**src/rtl/tbp_pkg.sv**
```systemverilog
// constants, codes and types of the token bucket policer table
// no dependencies
`default_nettype none

package tbp_pkg;

  localparam int TABLE_ENTRIES = 16;
  localparam int IDX_W = (TABLE_ENTRIES > 1) ? $clog2(TABLE_ENTRIES) : 1;
  localparam int CNT_W = $clog2(TABLE_ENTRIES + 1);

  localparam int OP_W     = 3;
  localparam int KEY_W    = 8;
  localparam int TIME_W   = 32;
  localparam int RATE_W   = 32;
  localparam int BURST_W  = 32;
  localparam int LEN_W    = 16;
  localparam int SLOT_W   = 4;
  localparam int STATUS_W = 3;
  localparam int PKT_W    = 32;
  localparam int BYTE_W   = 64;
  localparam int TOK_W    = 32;

  localparam logic [KEY_W-1:0] WILDCARD_KEY = 8'hFF;

  // refill divider: rate * delta_ms / 8000
  localparam int MS_BITS_PER_BYTE = 8000;
  localparam int PROD_W           = RATE_W + TIME_W;
  localparam int DIV_RADIX_BITS   = 8;
  localparam int DIV_STEPS        = PROD_W / DIV_RADIX_BITS;
  localparam int DIV_CNT_W        = $clog2(DIV_STEPS);
  localparam int REM_W            = $clog2(MS_BITS_PER_BYTE);

  localparam logic [OP_W-1:0] OP_ADMIT = 3'd0;
  localparam logic [OP_W-1:0] OP_ADD   = 3'd1;
  localparam logic [OP_W-1:0] OP_DEL   = 3'd2;
  localparam logic [OP_W-1:0] OP_FLUSH = 3'd3;
  localparam logic [OP_W-1:0] OP_READ  = 3'd4;

  localparam logic [STATUS_W-1:0] ST_OK       = 3'd0;
  localparam logic [STATUS_W-1:0] ST_INVALID  = 3'd1;
  localparam logic [STATUS_W-1:0] ST_DUP      = 3'd2;
  localparam logic [STATUS_W-1:0] ST_FULL     = 3'd3;
  localparam logic [STATUS_W-1:0] ST_NOTFOUND = 3'd4;

  typedef struct packed {
    logic [RATE_W-1:0]  rate;
    logic [BURST_W-1:0] burst;
    logic [TOK_W-1:0]   tokens;
    logic [TIME_W-1:0]  last_time;
    logic [PKT_W-1:0]   pass_pkts;
    logic [BYTE_W-1:0]  pass_bytes;
    logic [PKT_W-1:0]   drop_pkts;
    logic [BYTE_W-1:0]  drop_bytes;
  } entry_t;

  typedef struct packed {
    logic [STATUS_W-1:0] status;
    logic [SLOT_W-1:0]   slot_index;
    logic                verdict;
    logic                entry_active;
    logic [PKT_W-1:0]    pass_packets;
    logic [BYTE_W-1:0]   pass_bytes;
    logic [PKT_W-1:0]    drop_packets;
    logic [BYTE_W-1:0]   drop_bytes;
    logic [TOK_W-1:0]    tokens_left;
  } result_t;

endpackage

`default_nettype wire

```
**src/rtl/tbp_div8k.sv**
```systemverilog
// iterative divide of the refill product by 8000, one byte of quotient per cycle
// depends on tbp_pkg
`default_nettype none

module tbp_div8k import tbp_pkg::*; (
  input  wire logic              clk,
  input  wire logic              rst_n,
  input  wire logic              start,
  input  wire logic [PROD_W-1:0] dividend,
  output logic                   done,
  output logic [PROD_W-1:0]      quotient
);

  localparam logic [REM_W:0] DIV_K = (REM_W+1)'(MS_BITS_PER_BYTE);

  logic                      busy_r;
  logic                      done_r;
  logic [DIV_CNT_W-1:0]      cnt_r;
  logic [PROD_W-1:0]         dvd_r;
  logic [PROD_W-1:0]         quo_r;
  logic [REM_W-1:0]          rem_r;
  logic [REM_W-1:0]          rem_nxt;
  logic [DIV_RADIX_BITS-1:0] qdig;
  logic [REM_W:0]            trial;

  // restoring steps over the top byte of the shifted dividend
  always_comb begin
    rem_nxt = rem_r;
    qdig    = '0;
    trial   = '0;
    for (int i = 0; i < DIV_RADIX_BITS; i++) begin
      trial = {rem_nxt, dvd_r[PROD_W-1-i]};
      if (trial >= DIV_K) begin
        trial = trial - DIV_K;
        qdig[DIV_RADIX_BITS-1-i] = 1'b1;
      end
      rem_nxt = trial[REM_W-1:0];
    end
  end

  always_ff @(posedge clk) begin
    if (!rst_n) begin
      busy_r <= 1'b0;
      done_r <= 1'b0;
      cnt_r  <= '0;
    end else begin
      done_r <= 1'b0;
      if (start) begin
        busy_r <= 1'b1;
        cnt_r  <= '0;
        dvd_r  <= dividend;
        quo_r  <= '0;
        rem_r  <= '0;
      end else if (busy_r) begin
        dvd_r <= dvd_r << DIV_RADIX_BITS;
        quo_r <= {quo_r[PROD_W-DIV_RADIX_BITS-1:0], qdig};
        rem_r <= rem_nxt;
        cnt_r <= cnt_r + DIV_CNT_W'(1);
        if (cnt_r == DIV_CNT_W'(DIV_STEPS - 1)) begin
          busy_r <= 1'b0;
          done_r <= 1'b1;
        end
      end
    end
  end

  assign done     = done_r;
  assign quotient = quo_r;

endmodule

`default_nettype wire

```
**config.mk**
```make
export PLATFORM = sky130hd
export DESIGN_NAME = tbp_div8k
export DESIGN_NICKNAME = d
export VERILOG_FILES = /design/src/rtl/tbp_pkg.sv /design/src/rtl/tbp_div8k.sv
export SDC_FILE = /design/constraint.sdc
export NUM_CORES = 1
export LEC_CHECK = 0
export ABC_AREA = 1
export BUFFER_PORTS_ARGS = -buffer_cell sky130_fd_sc_hd__buf_2
export CAP_MARGIN = 25
export CORE_MARGIN = 2
export CORE_UTILIZATION = 30
export DETAILED_ROUTE_END_ITERATION = 10
export PLACE_DENSITY = 0.6
export SLEW_MARGIN = 40
export SYNTH_ARGS = -nofsm -noshare
export SYNTH_HDL_FRONTEND = slang
export SYNTH_SLANG_ARGS = --single-unit
```
**constraint.sdc**
```tcl
create_clock -name clk -period 12 [get_ports clk]
set_input_delay 0.6 -clock clk [delete_from_list [all_inputs] [get_ports clk]]
set_output_delay 0.6 -clock clk [all_outputs]
set_load 0.1 [all_outputs]
```
==> flow_summary.toml <==
[cells_and_area]
final-seq-area_sq_um = 4330
mostFrequentLayoutCells = "323 x nand2_1, 141 x edfxtp_1, 130 x buf_2, 125 x inv_1, 82 x nor2_1"
area_delta_synth_final_pct = 20.8
drive_above_1_share = 0.239
multiInputGateArea_sq_um = 2880
post-route-cell-area_sq_um = 9480
final_common_cell = "nand2_1"
layout.nets = 1107
fillers = 2594

[sta]
setup_violations = 0
finalCriticalPeriod_ns = 5.94
slew_violations = 0
max_freq_mhz = 168
rsz0062_at_grt = "false"
tns_ns = 0
tightest_slew_ns = 0.767
fin_crit_sh = 0.495
slew_headroom = 0.489
fin_skew_ns = 0.0110
hold_viol_final = 0

[die]
die_w_um = 166
start_util = 0.303
ios = 132
num_rows = 59
die_h_um = 166
dieArea_sq_um = 27500
core_sq_um = 25900

[critical_path]
crit_path_frequent_cell = "nand2_1"
crit_buf_inv = 6
crit_path_max_fanout = 11
cp_slowest_stage_delay_ns = 0.41
crit_family = "simple AND/OR/NAND/NOR gates"
critical_path_class = "reg2reg"
worstPathArrival_ns = 6.10
startpoint_type = "flip-flop"
crit_path_end_kind = "flip-flop"
slowest_stage = "edfxtp_1"
crit_required_ns = 12.16

[global_routing]
antenna_found_initial = 3
gr-usage-all-layers = 0.117
grt_pass1_vias = 5617
grt_overflow_total = 0
grt_max_degree = 85
grt_pass1_wl_um = 26600

[drt]
via_per_inst = 4.32
wirelength_um = 16100
first_pass_iters = 4
drtIter0Drc = 401
vias = 5980
antenna_left = 0
post_drt_wl_per_cell_um = 11.6
drc = 0

[clock_tree]
ctsResizeCount = 0
cts_tree = "done"
numCtsBuffers = 17
h-tree-depth = 4
cts_setup_buffers = 0
clock_path_buffers = 2
clk_latency_ns = 0.42
clk_pin_slew_ns = 0.06
cts_hold_buf = 0
clockRootBuffer = "clkbuf_16"
cts_sinks = 146

[yosys]
yosysSeqAreaShare = 0.552
synth_cell_type_count = 36
synthFlopType = "edfxtp_1"
synth_enable_flop_cells = 141
synth_area_leader_cell = "edfxtp_1"
syn-num-nets = 977
syn_area_sq_um = 7850
ys_warn_count = 0
synth_area_leaders = "edfxtp_1 54%, nand2_1 15%, inv_1 6.0%, nor2_1 3.9%, nand3_1 3.4%"
ys_seq_elements = 146
synth_area_per_cell_sq_um = 8.67
syn_inst = 906
synth_top_area_frac = 0.539
async_reset_ff_frac = 0

[placed_design]
place_area_sq_um = 8850
gp_congestion = 0.840
port_buffers = 131
dp_hpwl_um = 11100

[run_status]
status = "completed"

[worst_hold_path]
worstHoldPathType = "in2reg"

[flow_run]
maxCapViolCount = 0
## cells in the mapped netlist, types with 2 or more instances
library cell,count
nand3_4,2
nand4_1,7
clkinv_1,3
ha_1,4
o211ai_1,2
and2_1,2
a31oi_1,4
xor2_1,8
xnor2_1,3
o21a_1,3
nor2_2,8
nand3_2,7
clkbuf_1,21
nand3_1,53
dfxtp_1,5
a21oi_1,18
nand2_2,28
nand2_1,323
o21ai_1,2
nand3b_1,4
nor2_1,82
edfxtp_1,141
nor3_1,2
o21ai_0,4
inv_2,14
nor2_4,6
inv_1,125
nand2_4,17
## metal layers
metal	share of wire	vias to the layer above	GRT usage
li1	-	3125	-
met2	0.46	147	0.186
met5	0.0015	-	0
met1	0.46	2688	0.153
met4	0.010	4	0.0310
met3	0.060	16	0.0381
## area by class of cell
cell class	count	area share
inverters	143	0.0571
flip-flops and latches	146	0.457
clock inverters	5	0.00383
multi-input cells	594	0.304
well taps	335	0.0442
repair buffers	134	0.0735
diodes	1	0.000264
clock buffers	27	0.0599
## cells by family (layout without fill, tap and decap cells)
logic type                 count (synthesis)  after routing  synth area share
DFF                                      146            146             0.552
other                                      0              1                 0
and+or+nand+nor                          545            545             0.322
buffers and inverters                    166            309            0.0818
adders and majority gates                  4              4           0.00637
AOI/OAI and AO/OA                         34             34            0.0253
xor gates and xnor gates                  11             11            0.0123
## registers in the layout, summed over array words and instances (netlist names)
name	count
busy_r	1
rem_r	13
quotient	64
dvd_r	64
done	1
cnt_r	3
## through the flow
stage           util  worst slack [ns]  hold WS, ns  instances
6_report       0.366              6.06        0.438       1385
5_1_grt        0.366              5.40        0.434       1384
4_1_cts        0.365              6.07        0.422       1383
3_5_place_dp   0.342              6.08        0.468       1351
3_3_place_gp   0.341              6.25        0.453       1351
2_1_floorplan      -              6.85        0.443        906
## tightest hold or removal path, stage by stage
cell and delay (ns):
buf_2 0.08, nand2_1 0.04, inv_1 0.04
## final timing paths
check	start	to	slack [ns]	cells past startpoint
worst max register to register	rem_r[5]	rem_r[10]	6.06	49
worst min register to register	cnt_r[2]	cnt_r[2]	0.48	2
worst max-delay path	rem_r[5]	rem_r[10]	6.06	49
worst min-delay path	dividend[3]	dvd_r[3]	0.44	3
Power is not shown: default switching activity piles up to over one toggle a cycle in this logic, so the estimate is an artifact.
